===== src/rtl/core/dwd_pkg.sv =====
package dwd_pkg;

   localparam int DAY_W     = 5;
   localparam int MONTH_W   = 4;
   localparam int YEAR_W    = 13;
   localparam int WDAY_W    = 3;
   localparam int STATUS_W  = 1;

   localparam int STEP_LIMIT = 1000000;
   localparam int START_YEAR = 1900;
   localparam int STEP_W     = 20;

   localparam int MOD100_W = 7;
   localparam int MOD400_W = 9;

   localparam logic [STEP_W-1:0]   STEP_LAST   = STEP_W'(STEP_LIMIT - 1);
   localparam logic [WDAY_W-1:0]   WDAY_LAST   = WDAY_W'(6);
   localparam logic [WDAY_W-1:0]   WDAY_NONE   = WDAY_W'(0);
   localparam logic [STATUS_W-1:0] STATUS_FOUND = 1'b0;
   localparam logic [STATUS_W-1:0] STATUS_MISS  = 1'b1;

   localparam logic [MONTH_W-1:0]  MONTH_JAN = MONTH_W'(1);
   localparam logic [MONTH_W-1:0]  MONTH_FEB = MONTH_W'(2);
   localparam logic [MONTH_W-1:0]  MONTH_APR = MONTH_W'(4);
   localparam logic [MONTH_W-1:0]  MONTH_JUN = MONTH_W'(6);
   localparam logic [MONTH_W-1:0]  MONTH_SEP = MONTH_W'(9);
   localparam logic [MONTH_W-1:0]  MONTH_NOV = MONTH_W'(11);
   localparam logic [MONTH_W-1:0]  MONTH_DEC = MONTH_W'(12);

   // walked date plus running year residues used for the leap rule
   typedef struct packed {
      logic [DAY_W-1:0]    day;
      logic [MONTH_W-1:0]  month;
      logic [YEAR_W-1:0]   year;
      logic [MOD100_W-1:0] year_mod100;
      logic [MOD400_W-1:0] year_mod400;
   } date_type;

   typedef struct packed {
      logic [DAY_W-1:0]   day;
      logic [MONTH_W-1:0] month;
      logic [YEAR_W-1:0]  year;
   } target_type;

   localparam date_type START_DATE = '{
      day:         DAY_W'(1),
      month:       MONTH_JAN,
      year:        YEAR_W'(START_YEAR),
      year_mod100: MOD100_W'(START_YEAR % 100),
      year_mod400: MOD400_W'(START_YEAR % 400)
   };

   function automatic logic [DAY_W-1:0] month_len(input logic [MONTH_W-1:0] month,
                                                 input logic leap);
      logic [DAY_W-1:0] len;
      case (month) inside
         MONTH_APR, MONTH_JUN, MONTH_SEP, MONTH_NOV: len = DAY_W'(30);
         MONTH_FEB: len = leap ? DAY_W'(29) : DAY_W'(28);
         default:   len = DAY_W'(31);
      endcase
      return len;
   endfunction

endpackage


===== src/rtl/core/dwd_req_if.sv =====
interface dwd_req_if;
   import dwd_pkg::*;

   logic               valid;
   logic               ready;
   logic [DAY_W-1:0]   target_day;
   logic [MONTH_W-1:0] target_month;
   logic [YEAR_W-1:0]  target_year;

   modport source (output valid, output target_day, output target_month,
                   output target_year, input ready);
   modport sink   (input valid, input target_day, input target_month,
                   input target_year, output ready);
endinterface


===== src/rtl/core/dwd_rsp_if.sv =====
interface dwd_rsp_if;
   import dwd_pkg::*;

   logic                valid;
   logic                ready;
   logic [WDAY_W-1:0]   weekday;
   logic [STATUS_W-1:0] status;

   modport source (output valid, output weekday, output status, input ready);
   modport sink   (input valid, input weekday, input status, output ready);
endinterface


===== src/rtl/core/dwd_day_step.sv =====
module dwd_day_step (
   input  dwd_pkg::date_type cur_date,
   output dwd_pkg::date_type next_date
);
   import dwd_pkg::*;

   logic             leap;
   logic [DAY_W-1:0] last_day;

   // divisible by 400, or by 4 and not by 100
   assign leap = (cur_date.year_mod400 == '0) ||
                 ((cur_date.year[1:0] == 2'b00) && (cur_date.year_mod100 != '0));

   assign last_day = month_len(cur_date.month, leap);

   always_comb begin
      next_date = cur_date;
      if (cur_date.day == last_day) begin
         next_date.day = DAY_W'(1);
         if (cur_date.month == MONTH_DEC) begin
            next_date.month = MONTH_JAN;
            next_date.year  = cur_date.year + YEAR_W'(1);
            next_date.year_mod100 = (cur_date.year_mod100 == MOD100_W'(99)) ?
                                    '0 : cur_date.year_mod100 + MOD100_W'(1);
            next_date.year_mod400 = (cur_date.year_mod400 == MOD400_W'(399)) ?
                                    '0 : cur_date.year_mod400 + MOD400_W'(1);
         end else begin
            next_date.month = cur_date.month + MONTH_W'(1);
         end
      end else begin
         next_date.day = cur_date.day + DAY_W'(1);
      end
   end

endmodule


===== src/rtl/core/date_weekday_by_day_walk_unit.sv =====
// Weekday finder that walks the calendar one day per cycle from 1 January
// 1900 (a Monday) until the walked date equals the requested date.
// req_if: target_day, target_month, target_year; a transfer happens when
//   valid and ready are both high. ready is high only while the unit idles.
// rsp_if: weekday (1 Monday .. 7 Sunday) and status (0 found, 1 not found).
//   Invalid dates, years before 1900 and dates 1000000 or more days after
//   the start all return weekday 0, status 1.
// A miss ends once the walked year passes the target year or the step
//   counter reaches its limit. The day stepper is the single unit reused on
//   every cycle of the walk.
// req ready rises together with rsp valid; the unit takes no new request
//   before it has passed its previous result to the output register.
// The result sits in an output register; if the receiver stalls, a finished
//   result waits in the unit until the register frees up, and no new request
//   is taken meanwhile.
// Reset (synchronous, active high) returns the walk to the start date,
//   drops rsp valid and makes the unit idle.
module date_weekday_by_day_walk_unit (
   input logic        clock,
   input logic        reset,
   dwd_req_if.sink    req_if,
   dwd_rsp_if.source  rsp_if
);
   import dwd_pkg::*;

   localparam logic [1:0] ST_IDLE = 2'd0;
   localparam logic [1:0] ST_WALK = 2'd1;
   localparam logic [1:0] ST_DONE = 2'd2;

   logic [1:0]          state_ff, state_in;
   date_type            date_ff, date_in;
   date_type            next_date;
   logic [WDAY_W-1:0]   wday_ff, wday_in;
   logic [STEP_W-1:0]   step_ff, step_in;
   target_type          tgt_ff, tgt_in;
   logic [WDAY_W-1:0]   res_wday_ff, res_wday_in;
   logic [STATUS_W-1:0] res_status_ff, res_status_in;
   logic                rsp_valid_ff, rsp_valid_in;
   logic [WDAY_W-1:0]   rsp_wday_ff, rsp_wday_in;
   logic [STATUS_W-1:0] rsp_status_ff, rsp_status_in;

   logic match, passed, at_limit, out_free;

   dwd_day_step u_day_step (
      .cur_date  (date_ff),
      .next_date (next_date)
   );

   assign match    = (date_ff.day == tgt_ff.day) && (date_ff.month == tgt_ff.month) &&
                     (date_ff.year == tgt_ff.year);
   // once the walk is in a later year the target can no longer come up
   assign passed   = date_ff.year > tgt_ff.year;
   assign at_limit = step_ff == STEP_LAST;
   assign out_free = !rsp_valid_ff || rsp_if.ready;

   always_comb begin
      state_in      = state_ff;
      date_in       = date_ff;
      wday_in       = wday_ff;
      step_in       = step_ff;
      tgt_in        = tgt_ff;
      res_wday_in   = res_wday_ff;
      res_status_in = res_status_ff;
      rsp_valid_in  = rsp_valid_ff && !rsp_if.ready;
      rsp_wday_in   = rsp_wday_ff;
      rsp_status_in = rsp_status_ff;

      unique case (state_ff)
         ST_IDLE: begin
            if (req_if.valid) begin
               tgt_in.day   = req_if.target_day;
               tgt_in.month = req_if.target_month;
               tgt_in.year  = req_if.target_year;
               date_in      = START_DATE;
               wday_in      = '0;
               step_in      = '0;
               state_in     = ST_WALK;
            end
         end
         ST_WALK: begin
            if (match) begin
               res_wday_in   = wday_ff + WDAY_W'(1);
               res_status_in = STATUS_FOUND;
               state_in      = ST_DONE;
            end else if (passed || at_limit) begin
               res_wday_in   = WDAY_NONE;
               res_status_in = STATUS_MISS;
               state_in      = ST_DONE;
            end else begin
               date_in = next_date;
               wday_in = (wday_ff == WDAY_LAST) ? '0 : wday_ff + WDAY_W'(1);
               step_in = step_ff + STEP_W'(1);
            end
         end
         ST_DONE: begin
            if (out_free) begin
               rsp_valid_in  = 1'b1;
               rsp_wday_in   = res_wday_ff;
               rsp_status_in = res_status_ff;
               state_in      = ST_IDLE;
            end
         end
         default: begin
            state_in = ST_IDLE;
         end
      endcase
   end

   always_ff @(posedge clock) begin
      if (reset) begin
         state_ff     <= ST_IDLE;
         date_ff      <= START_DATE;
         wday_ff      <= '0;
         step_ff      <= '0;
         rsp_valid_ff <= 1'b0;
      end else begin
         state_ff     <= state_in;
         date_ff      <= date_in;
         wday_ff      <= wday_in;
         step_ff      <= step_in;
         rsp_valid_ff <= rsp_valid_in;
      end
   end

   always_ff @(posedge clock) begin
      tgt_ff        <= tgt_in;
      res_wday_ff   <= res_wday_in;
      res_status_ff <= res_status_in;
      rsp_wday_ff   <= rsp_wday_in;
      rsp_status_ff <= rsp_status_in;
   end

   assign req_if.ready   = state_ff == ST_IDLE;
   assign rsp_if.valid   = rsp_valid_ff;
   assign rsp_if.weekday = rsp_wday_ff;
   assign rsp_if.status  = rsp_status_ff;

endmodule


===== src/flat_wrapper.sv =====
// flat-port wrapper written by rule: the top's interface ports become plain ports
module date_weekday_by_day_walk_unit_flat import dwd_pkg::*;
  (clock, reset, req_if_valid, req_if_target_day, req_if_target_month, req_if_target_year, req_if_ready, rsp_if_valid, rsp_if_weekday, rsp_if_status, rsp_if_ready);
  dwd_req_if req_if_i ();
  dwd_rsp_if rsp_if_i ();
  input logic clock;
  input logic reset;
  input wire logic [$bits(req_if_i.valid)-1:0] req_if_valid;
  input wire logic [$bits(req_if_i.target_day)-1:0] req_if_target_day;
  input wire logic [$bits(req_if_i.target_month)-1:0] req_if_target_month;
  input wire logic [$bits(req_if_i.target_year)-1:0] req_if_target_year;
  output wire logic [$bits(req_if_i.ready)-1:0] req_if_ready;
  output wire logic [$bits(rsp_if_i.valid)-1:0] rsp_if_valid;
  output wire logic [$bits(rsp_if_i.weekday)-1:0] rsp_if_weekday;
  output wire logic [$bits(rsp_if_i.status)-1:0] rsp_if_status;
  input wire logic [$bits(rsp_if_i.ready)-1:0] rsp_if_ready;
  assign req_if_i.valid = req_if_valid;
  assign req_if_i.target_day = req_if_target_day;
  assign req_if_i.target_month = req_if_target_month;
  assign req_if_i.target_year = req_if_target_year;
  assign req_if_ready = req_if_i.ready;
  assign rsp_if_valid = rsp_if_i.valid;
  assign rsp_if_weekday = rsp_if_i.weekday;
  assign rsp_if_status = rsp_if_i.status;
  assign rsp_if_i.ready = rsp_if_ready;
  date_weekday_by_day_walk_unit u_core (.clock(clock), .reset(reset), .req_if(req_if_i), .rsp_if(rsp_if_i));
endmodule

===== config.mk =====
export PLATFORM = sky130hd
export DESIGN_NAME = date_weekday_by_day_walk_unit_flat
export DESIGN_NICKNAME = d
export VERILOG_FILES = /design/src/rtl/core/dwd_pkg.sv /design/src/rtl/core/dwd_req_if.sv /design/src/rtl/core/dwd_rsp_if.sv /design/src/rtl/core/dwd_day_step.sv /design/src/rtl/core/date_weekday_by_day_walk_unit.sv /design/src/flat_wrapper.sv
export SDC_FILE = /design/constraint.sdc
export NUM_CORES = 1
export LEC_CHECK = 0
export BUFFER_PORTS_ARGS = -buffer_cell sky130_fd_sc_hd__buf_2
export CAP_MARGIN = 20
export CORE_MARGIN = 2
export CORE_UTILIZATION = 54
export DETAILED_ROUTE_END_ITERATION = 16
export PLACE_DENSITY = 0.71
export SYNTH_ARGS = -nofsm -noshare
export SYNTH_HDL_FRONTEND = slang
export SYNTH_HIERARCHICAL = 1
export SYNTH_SLANG_ARGS = --single-unit

===== constraint.sdc =====
create_clock -name clock -period 5.59 [get_ports clock]
set_input_delay 0.2795 -clock clock [delete_from_list [all_inputs] [get_ports clock]]
set_output_delay 0.2795 -clock clock [all_outputs]
set_load 0.1 [all_outputs]

# [Word level (Yosys, flattened, before mapping)]
# Cells that the tools add are included.
[word_totals] register_bits=94
[op_classes] n_mux=32 reduce_logical=23 add_sub_neg=7 n_eq_ne=23 magnitude_cmp=1
[op_table] cell="38-bit 2-to-1 mux" count=3
[op_table] cell="38-bit case mux with 2 select lines" count=1
[op_table] cell="20-bit 2-to-1 mux" count=3
[op_table] cell="20-bit case mux with 2 select lines" count=1
[op_table] cell="33-bit 2-to-1 mux" count=1
[op_table] cell="29-bit 2-to-1 mux" count=1
[op_table] cell="20-bit by 1-bit adder with 20-bit output, second input constant" count=1
[op_table] cell="20-bit == test, second input constant" count=1
[op_table] cell="3-bit 2-to-1 mux" count=6
[op_table] cell="13-bit by 1-bit adder with 13-bit output, second input constant" count=1
[op_table] cell="13-bit == test" count=1
[op_table] cell="13-bit > comparator" count=1
[op_table] cell="4-bit == test, second input constant" count=3
[op_table] cell="5-bit == test" count=2
[op_table] cell="2-bit 2-to-1 mux" count=5
[op_table] cell="5-bit 2-to-1 mux" count=2
[op_table] cell="2-bit != test, second input constant" count=5
[op_table] cell="9-bit by 1-bit adder with 9-bit output, second input constant" count=1
[op_table] cell="9-bit == test, second input constant" count=1
[op_table] cell="9-bit logical NOT" count=1
[op_table] cell="9-bit 2-to-1 mux" count=1
[op_table] cell="4-bit by 3-bit == test with 1-bit output, second input constant" count=2
[op_table] cell="7-bit by 1-bit adder with 7-bit output, second input constant" count=1
[op_table] cell="7-bit == test, second input constant" count=1
[op_table] cell="27 further kinds" count=40

# [Longest topological paths before layout]
[depth] depth_word=11 ltp_mapped=12

# [Cells and area by module]
# The synthesis kept the hierarchy.
[by_module_without_submodules] mod="date_weekday_by_day_walk_unit" cells_each=445 instances=1 area_per_inst_um2=4145.2
[by_module_without_submodules] mod="dwd_day_step" cells_each=165 instances=1 area_per_inst_um2=1123.6

# [Worst setup path after synthesis]
# OpenSTA, ideal clock, no wires.
[synth_path] path_kind="reg2reg" startpoint="register u_core.state_ff[1]" endpoint="register u_core/tgt_ff[0] (netlist bit) (enable)" arrival_ps=2774 setup_ps=377 stages_incl_launch_ff=6 path_buffers=2 synth_period_minus_slack_ps=3151 setup_slack_ps=2439 path_cell_list="dfxtp_1 > nor2_1 > nand2_1 > clkbuf_1 > clkbuf_1 > inv_1"
[synth_between] elab_chain_cells=2
[synth_rtl] element="start, declared" line="date_weekday_by_day_walk_unit.sv:30" text="logic [1:0] state_ff, state_in;"
[synth_rtl] element="start signal, assigned" line="date_weekday_by_day_walk_unit.sv:117" text="state_ff <= state_in;"
[synth_rtl] element="2-bit logical NOT"
[synth_rtl] element="named net req_if_ready" line="flat_wrapper.sv:12" text="output wire logic [$bits(req_if_i.ready)-1:0] req_if_ready;"
[synth_rtl] element="2-bit AND reduction (no line)"
[synth_rtl] element="end signal, assigned" line="date_weekday_by_day_walk_unit.sv:126" text="tgt_ff <= tgt_in;"
[synth_rtl] element="end, declared" line="date_weekday_by_day_walk_unit.sv:35" text="target_type tgt_ff, tgt_in;"
# The timed path passes the listed nets, and every way through them passes these cells.
# A chain may end at the register's enable or synchronous reset.

# [Worst setup path after layout]
[layout_path] startpoint="register u_core/date_ff[27] (netlist bit)" endpoint="register u_core.step_ff[5]"
[layout_between] elab_chain_cells=4
[layout_rtl] element="start, declared" line="date_weekday_by_day_walk_unit.sv:31" text="date_type date_ff, date_in;"
[layout_rtl] element="start signal, assigned" line="date_weekday_by_day_walk_unit.sv:118" text="date_ff <= date_in;"
[layout_rtl] element="13-bit > comparator or 13-bit == test (tied branches)" line="date_weekday_by_day_walk_unit.sv:52, date_weekday_by_day_walk_unit.sv:50"
[layout_rtl] element="1-bit logical OR or 1-bit logical AND (tied branches)" line="date_weekday_by_day_walk_unit.sv:85, date_weekday_by_day_walk_unit.sv:49"
[layout_rtl] element="2-bit != test (no line)"
[layout_rtl] element="4-bit AND reduction (no line) *"
[layout_rtl] element="end signal, assigned" line="date_weekday_by_day_walk_unit.sv:120" text="step_ff <= step_in;"
[layout_rtl] element="end, declared" line="date_weekday_by_day_walk_unit.sv:34" text="logic [STEP_W-1:0] step_ff, step_in;"
# Mark *: on every way between the ends. The rest lies on a longest branch, timed or not.

==> results_dict.tcl <==
set metrics [dict create \
    drtIter0Drc 324 \
    reg2reg_to "u_core/step_ff[5]" \
    htreeDepth 3 \
    die_area_um2 10560 \
    final_cells 762 \
    grt_pass1_vias 4051 \
    max_cap_violations 0 \
    relSlewSlack 0.2974 \
    vias 4398 \
    cpPeakStageDelay_ns 0.83 \
    synth_top_area_share 0.2432 \
    power_mw 1.380 \
    cts_max_path_buffers 2 \
    synthCells 610 \
    syn_to_final_growth_pct 8.027 \
    antenna-diode-count 0 \
    ys_seq_elements 94 \
    ctsResizeCount 0 \
    grt_usage 0.2294 \
    setup_tns_ns 0 \
    power.switching_mw 0.3647 \
    post-route-drc-count 0 \
    power.share.clock 0.375 \
    switching_share 0.2644 \
    critPathSlowestCell "o21a_1" \
    grt_busiest_layer "met2" \
    multi_input_area_um2 2815 \
    cts_post_setup_buffers_inserted 0 \
    report.final.slew_viol_count 0 \
    path_clk_slew_ns 0.10 \
    r2r-start "u_core/date_ff[27]" \
    hold_viol 0 \
    cp.arrival_ns 3.77 \
    fmax_mhz 288.5 \
    synth_area_leaders "dfxtp_1, edfxtp_1, ha_1, nand3_1, a21oi_1" \
    cpMostUsedCell "nand4_1" \
    grt_pass1_wl_mm 19.08 \
    use_met2 0.3841 \
    portBuffers 31 \
    outcome "finished clean" \
    period_share 0.6201 \
    hold_end "u_core/tgt_ff[0]" \
    setup_viol 0 \
    clock_latency_ns 0.37 \
    synth-warning-count 6 \
    powerDensity_nw_per_um2 242.4 \
    setup.worst_path.start_class "flip-flop" \
    min_delay_path_depth 1 \
    grt_max_degree 66 \
    dp_slack_ns 2.198 \
    regArea_um2 2182 \
    worstPathRequired_ns 5.89 \
    die_y_um 102.8 \
    rsz0062_at_grt "false" \
    r2r_setup_slack_ns 2.12 \
    hold-worst-slack_ns 0.07202 \
    nets 678 \
    rows 36 \
    fill_cells 902 \
    tightest_slew_ns 1.054 \
    ir_worst_vdd_uv 192.5 \
    yosysSeqAreaShare 0.4142 \
    worstSetupEndpointType "flip-flop" \
    gp_congestion 0.8637 \
    routed_wl_mm 11.51 \
    ys.flop_type "dfxtp_1" \
    r2r_cells 8 \
    postCtsHoldBufs 0 \
    hpwl_mm 7.537 \
    final.min_clock_period_ns 3.466 \
    seq_power_share 0.530 \
    ios 32 \
    die_width_um 102.8 \
    synthesis.area_um2 5269 \
    initial_utilization 0.5466 \
    critical_path.max_fanout 27 \
    drive_gt1_frac 0.1049 \
    numCtsBuffers 9 \
    syn-num-nets 664 \
    syn_area_per_cell_um2 8.637 \
    grt.overflow.total 0 \
    path_class "flip-flop to flip-flop" \
    synth_most_common_cell "dfxtp_1" \
    placedCellCount 745 \
    setup_ws_ns 2.124 \
    power_frac_comb 0.094 \
    yosys-top-cells-count "dfxtp_1, nand3_1, nand2_1, nor2_1, a21oi_1" \
    avgRoutedWirePerCell_um 15.10 \
    grt_use_met1 0.2972 \
    first_pass_iters 5 \
    async_flop_share 0 \
    p_leak_nw 2.070 \
    synth.distinct_cells 60 \
    core_area_um2 9639 \
    hp-class "input port to flip-flop" \
    cts_root_buffer "clkbuf_8" \
    ant_nets 0 \
    synth_area_leader_cell "dfxtp_1" \
    skew_ns 0.01458 \
    cts_tree "done" \
    met3_usage 0.04068 \
    min-delay-start "req_if_target_year[0]" \
    antenna_found_initial 0 \
    synth-edff-count 30 \
    numClockSinks 94 \
    p_int_mw 1.015 \
    viasPerCell 5.772 \
    crit_chain "ha_1, nand4_1, nor4_1, nand4_1, nand3_2, o21a_1, o21ai_0, a21oi_1" \
]
## worst max-delay path, delay by kind of cell, from the launching register on
family          cells  cell delay (ns)
flops               1             0.36
fa+ha+maj           1             0.33
simple gates        4             1.41
compound gates      3             1.29
## layer usage
metal / up-vias / share of wire / routed length (um)
met2: 96 / 0.48 / 5543
met1: 2065 / 0.45 / 5215
li1: 2216 / - / -
met5: - / 0 / 0
met3: 21 / 0.045 / 515
met4: 0 / 0.020 / 233
## metrics by stage
stage               instance area, um2    util
global placement                  5454  0.5658
floorplan                         5269       -
detailed placement                5454  0.5658
global route                      5692  0.5905
finish                            5692  0.5905
CTS                               5680  0.5893
## worst max-delay path by stage
| stage | cells after the start | end | startpoint |
|---|---|---|---|
| 6_report | 8 | u_core/step_ff[5] | u_core/date_ff[27] |
| 5_1_grt | 8 | u_core/step_ff[5] | u_core/date_ff[27] |
| 4_1_cts | 8 | u_core/step_ff[5] | u_core/date_ff[27] |
| 3_5_place_dp | 8 | u_core/step_ff[5] | u_core/date_ff[27] |
| 3_3_place_gp | 9 | u_core/step_ff[5] | u_core/tgt_ff[11] |
| 2_1_floorplan | 5 | u_core/tgt_ff[0] | u_core/state_ff[1] |
## sequential cells by signal, summed over array words and instances, names as in the netlist
name                   cells
u_core/date_ff            38
u_core/tgt_ff             22
u_core/rsp_if.status       1
u_core/state_ff            2
u_core/step_ff            20
u_core/res_wday_ff         3
u_core/rsp_if.weekday      3
u_core/rsp_if.valid        1
u_core/res_status_ff       1
u_core/wday_ff             3
## power groups by stage
| stage | sequential (mW) | combinational, mW | clock (mW) |
|---|---|---|---|
| 2_1_floorplan | 0.747 | 0.0950 | 0 |
| 3_3_place_gp | 0.747 | 0.127 | 0 |
| 3_5_place_dp | 0.748 | 0.130 | 0 |
| 4_1_cts | 0.732 | 0.131 | 0.529 |
| 5_1_grt | 0.734 | 0.144 | 0.557 |
| 6_report | 0.732 | 0.130 | 0.518 |
## cells by family after synthesis
group	count (synthesis)	share of synthesized area
AOI/OAI and AO/OA	126	0.1470
muxes	7	0.01472
adders and majority gates	28	0.06649
xor gates and xnor gates	31	0.05153
buffers and inverters	62	0.05296
and+or+nand+nor	262	0.2532
DFF	94	0.4142
## cell type report
class                           instances  share of cell area
Clock buffer                            9             0.02176
Clock inverter                          7             0.01803
Inverter                               30             0.01978
Multi-Input combinational cell        454              0.4946
Sequential cell                        94              0.3834
Tap cell                              133             0.02924
Timing Repair Buffer                   35             0.03319
## placed cells by master, fill, tap and decap left out, drive strengths merged, types with 4 or more instances in the layout
master  Yosys  routed
xnor2      16      16
and4        4       4
nand4      15      15
nor2b       5       5
inv        30      33
dfxtp      64      64
o21ai      25      25
clkbuf     16       9
a21oi      48      48
nand2      58      58
buf        16      35
or3         4       4
xor2       15      15
o21bai     14      14
o21a        4       4
edfxtp     30      30
nor3       30      30
nand3      61      61
a311oi      5       5
nor4        5       5
a21o        4       4
a31oi      12      12
and3        8       8
ha         28      28
mux2i       4       4
nor2       50      50
Note: power is estimated with default switching activity, not from simulation.
